## config.mk

```make
export PLATFORM = sky130hd
export DESIGN_NAME = lowest_free_slot_allocator_billing_unit
export DESIGN_NICKNAME = d
export VERILOG_FILES = /design/src/hdl/lfsab_pkg.sv /design/src/hdl/lfsab_cell.sv /design/src/hdl/lfsab_queue.sv /design/src/hdl/lowest_free_slot_allocator_billing_unit.sv
export SDC_FILE = /design/constraint.sdc
export NUM_CORES = 2
export LEC_CHECK = 0
export BUFFER_PORTS_ARGS = -buffer_cell sky130_fd_sc_hd__buf_4
export CORE_ASPECT_RATIO = 0.6
export CORE_MARGIN = 2
export CORE_UTILIZATION = 55
export CTS_CLUSTER_DIAMETER = 150
export DETAILED_ROUTE_END_ITERATION = 8
export GPL_ROUTABILITY_DRIVEN = 0
export HOLD_SLACK_MARGIN = 0.1
export PLACE_DENSITY = 0.69
export RECOVER_POWER = 50
export SLEW_MARGIN = 0
export SYNTH_ARGS = -nofsm -noshare
export SYNTH_HDL_FRONTEND = slang
export SYNTH_HIERARCHICAL = 1
export SYNTH_SLANG_ARGS = --single-unit
```

## constraint.sdc

```tcl
create_clock -name clk -period 14 [get_ports clk]
set_input_delay 0.7 -clock clk [delete_from_list [all_inputs] [get_ports clk]]
set_output_delay 0.7 -clock clk [all_outputs]
set_load 0.02 [all_outputs]
```

## src/hdl/lfsab_pkg.sv

```systemverilog
package lfsab_pkg;

  // Field widths of the request and result beats.
  localparam int FUNC_W   = 2;
  localparam int ID_W     = 10;
  localparam int WEIGHT_W = 14;
  localparam int SLOT_W   = 4;
  localparam int RATE_W   = 8;
  localparam int EV_W     = 3;
  localparam int CHARGE_W = 22;
  localparam int TOTAL_W  = 32;
  localparam int CFG_W    = 5;
  localparam int APB_AW   = 3;
  localparam int APB_DW   = 32;

  // Request function codes.
  localparam logic [FUNC_W-1:0] FUNC_ARRIVE = 2'd0;
  localparam logic [FUNC_W-1:0] FUNC_DEPART = 2'd1;
  localparam logic [FUNC_W-1:0] FUNC_LOAD   = 2'd2;
  localparam logic [FUNC_W-1:0] FUNC_UNUSED = 2'd3;

  // Result event codes.
  localparam logic [EV_W-1:0] EV_ASSIGNED = 3'd0;
  localparam logic [EV_W-1:0] EV_QUEUED   = 3'd1;
  localparam logic [EV_W-1:0] EV_RELEASED = 3'd2;
  localparam logic [EV_W-1:0] EV_LOADED   = 3'd3;
  localparam logic [EV_W-1:0] EV_NOTFOUND = 3'd4;
  localparam logic [EV_W-1:0] EV_FULL     = 3'd5;

  // Register word index of the slot count register.
  localparam logic REG_SLOTS = 1'b0;

  // Scan modes of the cell row.
  localparam logic SCAN_FREE  = 1'b0;
  localparam logic SCAN_OWNER = 1'b1;

  // One waiting requester.
  typedef struct packed {
    logic [ID_W-1:0]     id;
    logic [WEIGHT_W-1:0] weight;
  } q_entry_t;

  // Wait queue status.
  typedef struct packed {
    logic empty;
    logic full;
  } q_stat_t;

  // Command broadcast from the controller to every cell.
  typedef struct packed {
    logic                scan_run;
    logic                mode;
    logic [ID_W-1:0]     id;
    logic [WEIGHT_W-1:0] weight;
    logic                waiter_vld;
    q_entry_t            waiter;
    logic                load_en;
    logic [SLOT_W-1:0]   load_slot;
    logic [RATE_W-1:0]   load_rate;
  } cell_cmd_t;

  // What a cell reports back; data fields are zero unless it hits.
  typedef struct packed {
    logic                hit;
    logic [WEIGHT_W-1:0] weight;
    logic [RATE_W-1:0]   rate;
  } cell_stat_t;

endpackage

```

## src/hdl/lfsab_cell.sv

```systemverilog
module lfsab_cell #(
  parameter int IDX_W = 5,
  parameter int K     = 0
) (
  input  logic                  clk,
  input  logic                  rst_n,
  input  lfsab_pkg::cell_cmd_t  cmd,
  input  logic [IDX_W-1:0]      limit,
  input  logic                  tok_in,
  output logic                  tok_out,
  output lfsab_pkg::cell_stat_t stat
);
  import lfsab_pkg::*;

  logic                busy_r;
  logic                tok_r;
  logic [ID_W-1:0]     owner_r;
  logic [WEIGHT_W-1:0] weight_r;
  logic [RATE_W-1:0]   rate_r;
  logic                in_range;
  logic                hit;

  assign in_range = IDX_W'(K) < limit;

  // The cell holding the scan token decides whether the scan stops here.
  always_comb begin
    hit = 1'b0;
    if (cmd.scan_run && tok_r) begin
      if (cmd.mode == SCAN_FREE) begin
        hit = !busy_r && in_range;
      end else begin
        hit = busy_r && (owner_r == cmd.id);
      end
    end
  end

  // A token that does not hit moves on to the next cell.
  assign tok_out     = cmd.scan_run && tok_r && !hit;
  assign stat.hit    = hit;
  assign stat.weight = hit ? weight_r : '0;
  assign stat.rate   = hit ? rate_r : '0;

  // Busy flag and token position.
  always_ff @(posedge clk) begin
    if (!rst_n) begin
      busy_r <= 1'b0;
      tok_r  <= 1'b0;
    end else begin
      tok_r <= tok_in;
      if (hit) begin
        if (cmd.mode == SCAN_FREE) begin
          busy_r <= 1'b1;
        end else if (!cmd.waiter_vld) begin
          busy_r <= 1'b0;
        end
      end
    end
  end

  // Owner, weight and rate words.
  always_ff @(posedge clk) begin
    if (hit) begin
      if (cmd.mode == SCAN_FREE) begin
        owner_r  <= cmd.id;
        weight_r <= cmd.weight;
      end else if (cmd.waiter_vld) begin
        owner_r  <= cmd.waiter.id;
        weight_r <= cmd.waiter.weight;
      end
    end
    if (cmd.load_en && (int'(cmd.load_slot) == K)) begin
      rate_r <= cmd.load_rate;
    end
  end

endmodule

```

## src/hdl/lfsab_queue.sv

```systemverilog
module lfsab_queue #(
  parameter int DEPTH = 16
) (
  input  logic                 clk,
  input  logic                 rst_n,
  input  logic                 push,
  input  lfsab_pkg::q_entry_t  push_data,
  input  logic                 pop,
  output lfsab_pkg::q_entry_t  head,
  output lfsab_pkg::q_stat_t   stat
);
  import lfsab_pkg::*;

  localparam int PTR_W = $clog2(DEPTH);
  localparam int CNT_W = $clog2(DEPTH + 1);
  localparam logic [PTR_W-1:0] PTR_LAST = PTR_W'(DEPTH - 1);

  q_entry_t           mem [DEPTH];
  q_entry_t           rd_r;
  logic [PTR_W-1:0]   head_r;
  logic [PTR_W-1:0]   head_nxt;
  logic [PTR_W-1:0]   tail_r;
  logic [PTR_W-1:0]   tail_nxt;
  logic [CNT_W-1:0]   count_r;
  logic [CNT_W-1:0]   count_nxt;

  // Pointer and fill count updates, wrapping at the depth.
  always_comb begin
    head_nxt  = head_r;
    tail_nxt  = tail_r;
    count_nxt = count_r;
    if (push) begin
      tail_nxt  = (tail_r == PTR_LAST) ? '0 : tail_r + 1'b1;
      count_nxt = count_nxt + 1'b1;
    end
    if (pop) begin
      head_nxt  = (head_r == PTR_LAST) ? '0 : head_r + 1'b1;
      count_nxt = count_nxt - 1'b1;
    end
  end

  always_ff @(posedge clk) begin
    if (!rst_n) begin
      head_r  <= '0;
      tail_r  <= '0;
      count_r <= '0;
    end else begin
      head_r  <= head_nxt;
      tail_r  <= tail_nxt;
      count_r <= count_nxt;
    end
  end

  // Entry storage; the head entry is read out every cycle.
  always_ff @(posedge clk) begin
    if (push) begin
      mem[tail_r] <= push_data;
    end
    rd_r <= mem[head_r];
  end

  assign head       = rd_r;
  assign stat.empty = (count_r == '0);
  assign stat.full  = (count_r == CNT_W'(DEPTH));

endmodule

```

## src/hdl/lowest_free_slot_allocator_billing_unit.sv

```systemverilog
// Slot allocator with a wait queue and a saturating charge total. Slots live in a row of
// cells; a request walks a scan token along that row, one cell per cycle, so an arrival that
// lands in slot s or a departure of the owner of slot s scans slots 0 to s, and a scan
// that finds nothing covers min(slot count, NUM_SLOTS) slots for an arrival or all
// NUM_SLOTS slots for a departure. Beyond the scan, an item has an accept step, a release
// adds a multiply step for rate times weight and a saturating add step, and each result
// beat is held until taken. A rate load gives just its result beat. One request is
// in work at a time; the next is taken once the last result beat of the current one has been
// taken. There is no clearing pass after reset.
module lowest_free_slot_allocator_billing_unit #(
  parameter int NUM_SLOTS   = 16,
  parameter int QUEUE_DEPTH = 16
) (
  input  logic                              clk,
  input  logic                              rst_n,
  input  logic                              in_valid,
  output logic                              in_ready,
  input  logic [lfsab_pkg::FUNC_W-1:0]      in_func,
  input  logic [lfsab_pkg::ID_W-1:0]        in_requester_id,
  input  logic [lfsab_pkg::WEIGHT_W-1:0]    in_weight,
  input  logic [lfsab_pkg::SLOT_W-1:0]      in_load_slot,
  input  logic [lfsab_pkg::RATE_W-1:0]      in_load_rate,
  output logic                              out_valid,
  input  logic                              out_ready,
  output logic [lfsab_pkg::EV_W-1:0]        out_event_res,
  output logic [lfsab_pkg::SLOT_W-1:0]      out_slot,
  output logic [lfsab_pkg::ID_W-1:0]        out_who,
  output logic [lfsab_pkg::CHARGE_W-1:0]    out_charge,
  output logic [lfsab_pkg::TOTAL_W-1:0]     out_total,
  output logic                              out_last,
  input  logic                              psel,
  input  logic                              penable,
  input  logic                              pwrite,
  input  logic [lfsab_pkg::APB_AW-1:0]      paddr,
  input  logic [lfsab_pkg::APB_DW-1:0]      pwdata,
  output logic [lfsab_pkg::APB_DW-1:0]      prdata,
  output logic                              pready
);
  import lfsab_pkg::*;

  localparam int IDX_W = $clog2(NUM_SLOTS + 1);

  typedef enum logic [5:0] {
    ST_IDLE     = 6'b000001,
    ST_SCAN     = 6'b000010,
    ST_MUL      = 6'b000100,
    ST_ADD      = 6'b001000,
    ST_OUT_A    = 6'b010000,
    ST_OUT_LAST = 6'b100000
  } state_t;

  state_t               state_r;
  state_t               state_nxt;
  logic [CFG_W-1:0]     cfg_slots_r;
  logic [IDX_W-1:0]     idx_r;
  logic [IDX_W-1:0]     idx_nxt;
  logic                 mode_r;
  logic                 mode_nxt;
  logic [ID_W-1:0]      id_r;
  logic [ID_W-1:0]      id_nxt;
  logic [WEIGHT_W-1:0]  w_r;
  logic [WEIGHT_W-1:0]  w_nxt;
  logic [RATE_W-1:0]    mul_rate_r;
  logic [RATE_W-1:0]    mul_rate_nxt;
  logic [WEIGHT_W-1:0]  mul_wt_r;
  logic [WEIGHT_W-1:0]  mul_wt_nxt;
  logic [CHARGE_W-1:0]  charge_r;
  logic [CHARGE_W-1:0]  charge_nxt;
  logic [TOTAL_W-1:0]   total_r;
  logic [TOTAL_W-1:0]   total_nxt;
  logic                 waiter_vld_r;
  logic                 waiter_vld_nxt;
  logic [ID_W-1:0]      waiter_id_r;
  logic [ID_W-1:0]      waiter_id_nxt;
  logic [EV_W-1:0]      out_event_r;
  logic [EV_W-1:0]      out_event_nxt;
  logic [SLOT_W-1:0]    out_slot_r;
  logic [SLOT_W-1:0]    out_slot_nxt;
  logic [ID_W-1:0]      out_who_r;
  logic [ID_W-1:0]      out_who_nxt;
  logic [CHARGE_W-1:0]  out_charge_r;
  logic [CHARGE_W-1:0]  out_charge_nxt;
  logic [TOTAL_W-1:0]   out_total_r;
  logic [TOTAL_W-1:0]   out_total_nxt;
  logic                 out_last_r;
  logic                 out_last_nxt;

  logic                 in_beat;
  logic                 out_beat;
  logic                 cfg_wr;
  logic                 start;
  logic                 load_en;
  logic                 q_push;
  logic                 q_pop;
  q_entry_t             q_head;
  q_stat_t              q_stat;
  q_entry_t             q_wdata;
  logic [IDX_W-1:0]     limit;
  logic [IDX_W-1:0]     scan_end;
  logic [TOTAL_W:0]     sum;
  cell_cmd_t            cmd;
  cell_stat_t           stat [NUM_SLOTS];
  logic [NUM_SLOTS-1:0] tok_out;
  logic [NUM_SLOTS-1:0] hit_vec;
  logic                 any_hit;
  logic [WEIGHT_W-1:0]  hit_weight;
  logic [RATE_W-1:0]    hit_rate;

  assign in_beat  = in_valid && in_ready;
  assign out_beat = out_valid && out_ready;
  assign in_ready  = (state_r == ST_IDLE);
  assign out_valid = (state_r == ST_OUT_A) || (state_r == ST_OUT_LAST);

  // Configuration port: one register, no wait states.
  assign pready = 1'b1;
  assign cfg_wr = psel && penable && pwrite && pready && (paddr[2] == REG_SLOTS);
  assign prdata = (paddr[2] == REG_SLOTS) ? APB_DW'(cfg_slots_r) : '0;

  // Effective slot count, clamped to the row length.
  always_comb begin
    if (int'(cfg_slots_r) > NUM_SLOTS) begin
      limit = IDX_W'(NUM_SLOTS);
    end else begin
      limit = IDX_W'(cfg_slots_r);
    end
  end
  assign scan_end = (mode_r == SCAN_FREE) ? limit : IDX_W'(NUM_SLOTS);

  assign start   = in_beat && ((in_func == FUNC_ARRIVE) || (in_func == FUNC_DEPART));
  assign load_en = in_beat && (in_func == FUNC_LOAD);

  // Broadcast command to the cell row.
  always_comb begin
    cmd.scan_run   = (state_r == ST_SCAN);
    cmd.mode       = mode_r;
    cmd.id         = id_r;
    cmd.weight     = w_r;
    cmd.waiter_vld = !q_stat.empty;
    cmd.waiter     = q_head;
    cmd.load_en    = load_en;
    cmd.load_slot  = in_load_slot;
    cmd.load_rate  = in_load_rate;
  end

  // Row of slot cells with the scan token chained from cell to cell.
  for (genvar k = 0; k < NUM_SLOTS; k++) begin : g_cell
    lfsab_cell #(
      .IDX_W (IDX_W),
      .K     (k)
    ) u_cell (
      .clk     (clk),
      .rst_n   (rst_n),
      .cmd     (cmd),
      .limit   (limit),
      .tok_in  ((k == 0) ? start : tok_out[(k == 0) ? 0 : k - 1]),
      .tok_out (tok_out[k]),
      .stat    (stat[k])
    );
  end

  // Only the token holder can report, so the cell reports merge by OR.
  always_comb begin
    any_hit    = 1'b0;
    hit_weight = '0;
    hit_rate   = '0;
    for (int k = 0; k < NUM_SLOTS; k++) begin
      hit_vec[k] = stat[k].hit;
      any_hit    = any_hit | stat[k].hit;
      hit_weight = hit_weight | stat[k].weight;
      hit_rate   = hit_rate | stat[k].rate;
    end
  end

  assign q_wdata.id     = id_r;
  assign q_wdata.weight = w_r;

  lfsab_queue #(
    .DEPTH (QUEUE_DEPTH)
  ) u_queue (
    .clk       (clk),
    .rst_n     (rst_n),
    .push      (q_push),
    .push_data (q_wdata),
    .pop       (q_pop),
    .head      (q_head),
    .stat      (q_stat)
  );

  assign sum = {1'b0, total_r} + (TOTAL_W + 1)'(charge_r);

  // Request sequencer.
  always_comb begin
    state_nxt      = state_r;
    idx_nxt        = idx_r;
    mode_nxt       = mode_r;
    id_nxt         = id_r;
    w_nxt          = w_r;
    mul_rate_nxt   = mul_rate_r;
    mul_wt_nxt     = mul_wt_r;
    charge_nxt     = charge_r;
    total_nxt      = total_r;
    waiter_vld_nxt = waiter_vld_r;
    waiter_id_nxt  = waiter_id_r;
    out_event_nxt  = out_event_r;
    out_slot_nxt   = out_slot_r;
    out_who_nxt    = out_who_r;
    out_charge_nxt = out_charge_r;
    out_total_nxt  = out_total_r;
    out_last_nxt   = out_last_r;
    q_push         = 1'b0;
    q_pop          = 1'b0;
    case (state_r)
      ST_IDLE: begin
        if (in_beat) begin
          id_nxt  = in_requester_id;
          w_nxt   = in_weight;
          idx_nxt = '0;
          case (in_func)
            FUNC_ARRIVE: begin
              mode_nxt  = SCAN_FREE;
              state_nxt = ST_SCAN;
            end
            FUNC_DEPART: begin
              mode_nxt  = SCAN_OWNER;
              state_nxt = ST_SCAN;
            end
            FUNC_LOAD: begin
              out_event_nxt  = EV_LOADED;
              out_slot_nxt   = in_load_slot;
              out_who_nxt    = '0;
              out_charge_nxt = '0;
              out_total_nxt  = total_r;
              out_last_nxt   = 1'b1;
              state_nxt      = ST_OUT_LAST;
            end
            default: begin
              state_nxt = ST_IDLE;
            end
          endcase
        end
      end
      ST_SCAN: begin
        out_who_nxt    = id_r;
        out_charge_nxt = '0;
        out_total_nxt  = total_r;
        out_last_nxt   = 1'b1;
        if (any_hit) begin
          out_slot_nxt = SLOT_W'(idx_r);
          if (mode_r == SCAN_FREE) begin
            out_event_nxt = EV_ASSIGNED;
            state_nxt     = ST_OUT_LAST;
          end else begin
            // The cell took the queue head already; pop it here as well.
            mul_rate_nxt   = hit_rate;
            mul_wt_nxt     = hit_weight;
            waiter_vld_nxt = !q_stat.empty;
            waiter_id_nxt  = q_head.id;
            q_pop          = !q_stat.empty;
            state_nxt      = ST_MUL;
          end
        end else if (idx_r == scan_end) begin
          out_slot_nxt = '0;
          state_nxt    = ST_OUT_LAST;
          if (mode_r == SCAN_OWNER) begin
            out_event_nxt = EV_NOTFOUND;
          end else if (!q_stat.full) begin
            out_event_nxt = EV_QUEUED;
            q_push        = 1'b1;
          end else begin
            out_event_nxt = EV_FULL;
          end
        end else begin
          idx_nxt = idx_r + 1'b1;
        end
      end
      ST_MUL: begin
        charge_nxt = CHARGE_W'(mul_rate_r) * CHARGE_W'(mul_wt_r);
        state_nxt  = ST_ADD;
      end
      ST_ADD: begin
        // Saturating running total.
        total_nxt      = sum[TOTAL_W] ? '1 : sum[TOTAL_W-1:0];
        out_event_nxt  = EV_RELEASED;
        out_charge_nxt = charge_r;
        out_total_nxt  = total_nxt;
        out_last_nxt   = !waiter_vld_r;
        state_nxt      = waiter_vld_r ? ST_OUT_A : ST_OUT_LAST;
      end
      ST_OUT_A: begin
        if (out_beat) begin
          out_event_nxt  = EV_ASSIGNED;
          out_who_nxt    = waiter_id_r;
          out_charge_nxt = '0;
          out_last_nxt   = 1'b1;
          state_nxt      = ST_OUT_LAST;
        end
      end
      ST_OUT_LAST: begin
        if (out_beat) begin
          state_nxt = ST_IDLE;
        end
      end
      default: begin
        state_nxt = ST_IDLE;
      end
    endcase
  end

  // Control state.
  always_ff @(posedge clk) begin
    if (!rst_n) begin
      state_r     <= ST_IDLE;
      cfg_slots_r <= CFG_W'(16);
      total_r     <= '0;
    end else begin
      state_r <= state_nxt;
      total_r <= total_nxt;
      if (cfg_wr) begin
        cfg_slots_r <= pwdata[CFG_W-1:0];
      end
    end
  end

  // Working and result registers.
  always_ff @(posedge clk) begin
    idx_r        <= idx_nxt;
    mode_r       <= mode_nxt;
    id_r         <= id_nxt;
    w_r          <= w_nxt;
    mul_rate_r   <= mul_rate_nxt;
    mul_wt_r     <= mul_wt_nxt;
    charge_r     <= charge_nxt;
    waiter_vld_r <= waiter_vld_nxt;
    waiter_id_r  <= waiter_id_nxt;
    out_event_r  <= out_event_nxt;
    out_slot_r   <= out_slot_nxt;
    out_who_r    <= out_who_nxt;
    out_charge_r <= out_charge_nxt;
    out_total_r  <= out_total_nxt;
    out_last_r   <= out_last_nxt;
  end

  assign out_event_res = out_event_r;
  assign out_slot      = out_slot_r;
  assign out_who       = out_who_r;
  assign out_charge    = out_charge_r;
  assign out_total     = out_total_r;
  assign out_last      = out_last_r;

  // At most one cell holds the scan token, so at most one cell hits.
  a_one_hit: assert property (@(posedge clk) disable iff (!rst_n) $onehot0(hit_vec))
    else $error("more than one cell hit in a scan");

  // A request that produces results blocks intake until it finishes.
  a_busy_after_req: assert property (@(posedge clk) disable iff (!rst_n)
    (in_valid && in_ready && (in_func != FUNC_UNUSED)) |=> !in_ready)
    else $error("intake reopened while a request is in work");

  // A beat that is not the last one is followed by another result.
  a_second_beat: assert property (@(posedge clk) disable iff (!rst_n)
    (out_valid && out_ready && !out_last) |=> out_valid)
    else $error("second result beat missing");

  // Queue writes and reads respect its fill state.
  a_no_push_full: assert property (@(posedge clk) disable iff (!rst_n) q_push |-> !q_stat.full)
    else $error("push into a full wait queue");

  a_no_pop_empty: assert property (@(posedge clk) disable iff (!rst_n) q_pop |-> !q_stat.empty)
    else $error("pop from an empty wait queue");

endmodule

```

==> flow_metrics.py <==
metrics = {
    "placement": {
        "portBuffers": 129,
        "dp_cells": 5426,
        "dp.final_hpwl_um": 89200,
        "pre_cts_slack_ps": 7330,
    },
    "global_routing": {
        "grt_max_degree": 156,
        "grt_overflow": 0,
        "grt_pass1_wl_um": 219000,
        "grt_use_total": 0.275,
        "antenna_found_initial": 3,
        "grt_pass1_vias": 32965,
    },
    "flow_run": {
        "cap_viol_max_count": 32,
    },
    "clock_tree": {
        "clk_pin_slew_ps": 70,
        "clk-insertion-delay-late_ps": 750,
        "cts_hold_buf": 11,
        "post_cts_buffers": 0,
        "cts.htree.levels": 3,
        "postCtsResizedCells": 0,
        "cts_buffers": 104,
        "cts.sinks": 1165,
        "clock_path_buffers": 3,
        "tritoncts": "yes",
        "cts-root-buf": "clkbuf_16",
    },
    "power": {
        "peakVddDrop_v": 0.000103,
        "total_leakage_power_nw": 20.6,
        "power_density_nw_per_um2": 129,
    },
    "drt": {
        "vias": 34698,
        "drt-wirelength-per-cell_um": 26.4,
        "drc": 0,
        "ant_nets": 0,
        "first_pass_iters": 5,
        "drtIter0Drc": 4394,
        "drt_wl_total_um": 148000,
        "vias_per_cell": 6.16,
    },
    "layout": {
        "drive_above_1_share": 0.263,
        "n_antenna_cell": 0,
        "final_cells": 5632,
        "areaGrowthSynthToFinish_pct": 9.75,
        "layout.nets": 4374,
    },
    "floorplanning": {
        "core_um2": 103000,
        "start_util": 0.557,
        "die_w_um": 421,
        "io_pins": 187,
        "die_h_um": 254,
        "rows": 91,
        "die_area_um2": 107000,
    },
    "worst_setup_path": {
        "startpoint": "mode_r",
        "critPathRequiredTime_ps": 14380,
        "r2r-start": "mode_r",
        "worst_setup_path_end_kind": "register",
        "critPathLaunchType": "register",
        "critical_path_class": "reg -> reg",
        "crit_arrival_ps": 10010,
        "cp_max_fo": 155,
    },
    "run_status": {
        "violations": "max-capacitance violations, max-slew violations",
        "outcome": "finished with violations",
    },
    "timing": {
        "fmax_ghz": 0.104,
        "setup_slack_ps": 4370,
        "hold_viol": 0,
        "drv_slew": 1246,
        "rsz0062_at_grt": "no",
        "clock_skew_ps": 37.2,
        "fin_crit_sh": 0.688,
        "slew_headroom": -1.74,
        "totalNegativeSetupSlack_ps": 0,
        "setup_viol": 0,
        "worstMarginPinSlew_ps": 4110,
        "period_needed_ps": 9630,
    },
    "min_path": {
        "worstHoldStart": "in_weight[11]",
        "hold_path_class": "in -> reg",
    },
    "synthesis": {
        "yosysWarnings": 6,
        "netlist_instances": 4017,
        "synthesis.area_um2": 57500,
        "avgSynthCellArea_um2": 14.3,
    },
}
worst max-delay path, cell delays in order (launching register included):
cell	delay, ps
edfxtp_1	370
buf_12	570
clkbuf_1	2840
a211oi_1	330
a31oi_4	350
clkbuf_1	1850
nor2_2	-30
nor4_1	380
and4_1	490
nand2_1	230
nor4_2	330
buf_4	300
nor3b_1	340
and2_1	350
buf_4	400
report_power, final:
part	switching, mW	internal, mW
clock network	1.35	1.77
logic	0.591	0.305
registers	0.114	4.01
area by class of cell:
class | instances | area, um2
Multi-Input combinational cell | 2510 | 21900
Fill cell | 7981 | 40100
Clock inverter | 75 | 1000
Inverter | 126 | 473
Sequential cell | 1165 | 33900
Tap cell | 1395 | 1750
Timing Repair Buffer | 241 | 1380
Clock buffer | 120 | 2700
cell usage in the layout (no fill, tap or decap), types with 20 or more instances in the layout:
cell type,n
ha_1,73
a21oi_1,85
xor2_1,171
a22oi_1,48
clkinv_2,23
mux2_2,363
nor2_2,95
inv_1,125
mux2_1,22
a21boi_2,66
edfxtp_1,1053
nand4_1,33
xnor2_1,37
nand2_1,308
fa_1,73
nor2b_1,30
clkbuf_16,105
nor4_1,124
nor3b_1,20
dfxtp_1,111
and2_1,150
buf_4,83
nor3b_2,72
nor2_1,112
a21oi_2,41
bufinv_16,20
mux4_2,96
conb_1,28
and2_0,21
o21ai_0,36
clkbuf_1,138
nor3_1,45
clkbuf_4,21
sequential cells by signal (all words and copies together), names as in the netlist, 6 cells and up:
register,cells
g_cell.u_cell/rate_r,128
charge_r,22
out_total,32
u_queue/head,24
state_r,6
total_r,32
u_queue/mem,384
g_cell.u_cell/owner_r,160
g_cell.u_cell/tok_r,16
waiter_id_r,10
mul_wt_r,14
out_charge,22
g_cell.u_cell/weight_r,224
out_who,10
id_r,10
mul_rate_r,8
g_cell.u_cell/busy_r,16
w_r,14
layer usage:
layer	up-vias	part of all wire	wire, um	GRT usage
li1	15279	-	-	-
met1	17540	0.48	70600	0.453
met2	1675	0.40	59700	0.369
met3	200	0.10	15500	0.0574
met4	4	0.017	2570	0.0557
met5	-	0.00011	17	0
stage by stage:
step	hold WS (ps)	util	cell area, um2	power [mW]
after floorplan	455	-	57600	4.77
after global placement	477	0.580	59800	5.10
after detailed placement	483	0.580	59800	5.13
after CTS	100	0.617	63600	8.22
after global routing	132	0.612	63100	8.39
final	170	0.612	63100	8.13
worst paths after layout:
check | endpoint | slack, ps | cells after the start
setup / recovery | u_queue/mem[1][2] | 4370 | 14
hold / removal | w_r[11] | 170 | 1
setup reg to reg | u_queue/mem[1][2] | 4370 | 14
hold reg to reg | total_r[30] | 500 | 2
Note: power is estimated with default switching activity, not from simulation.
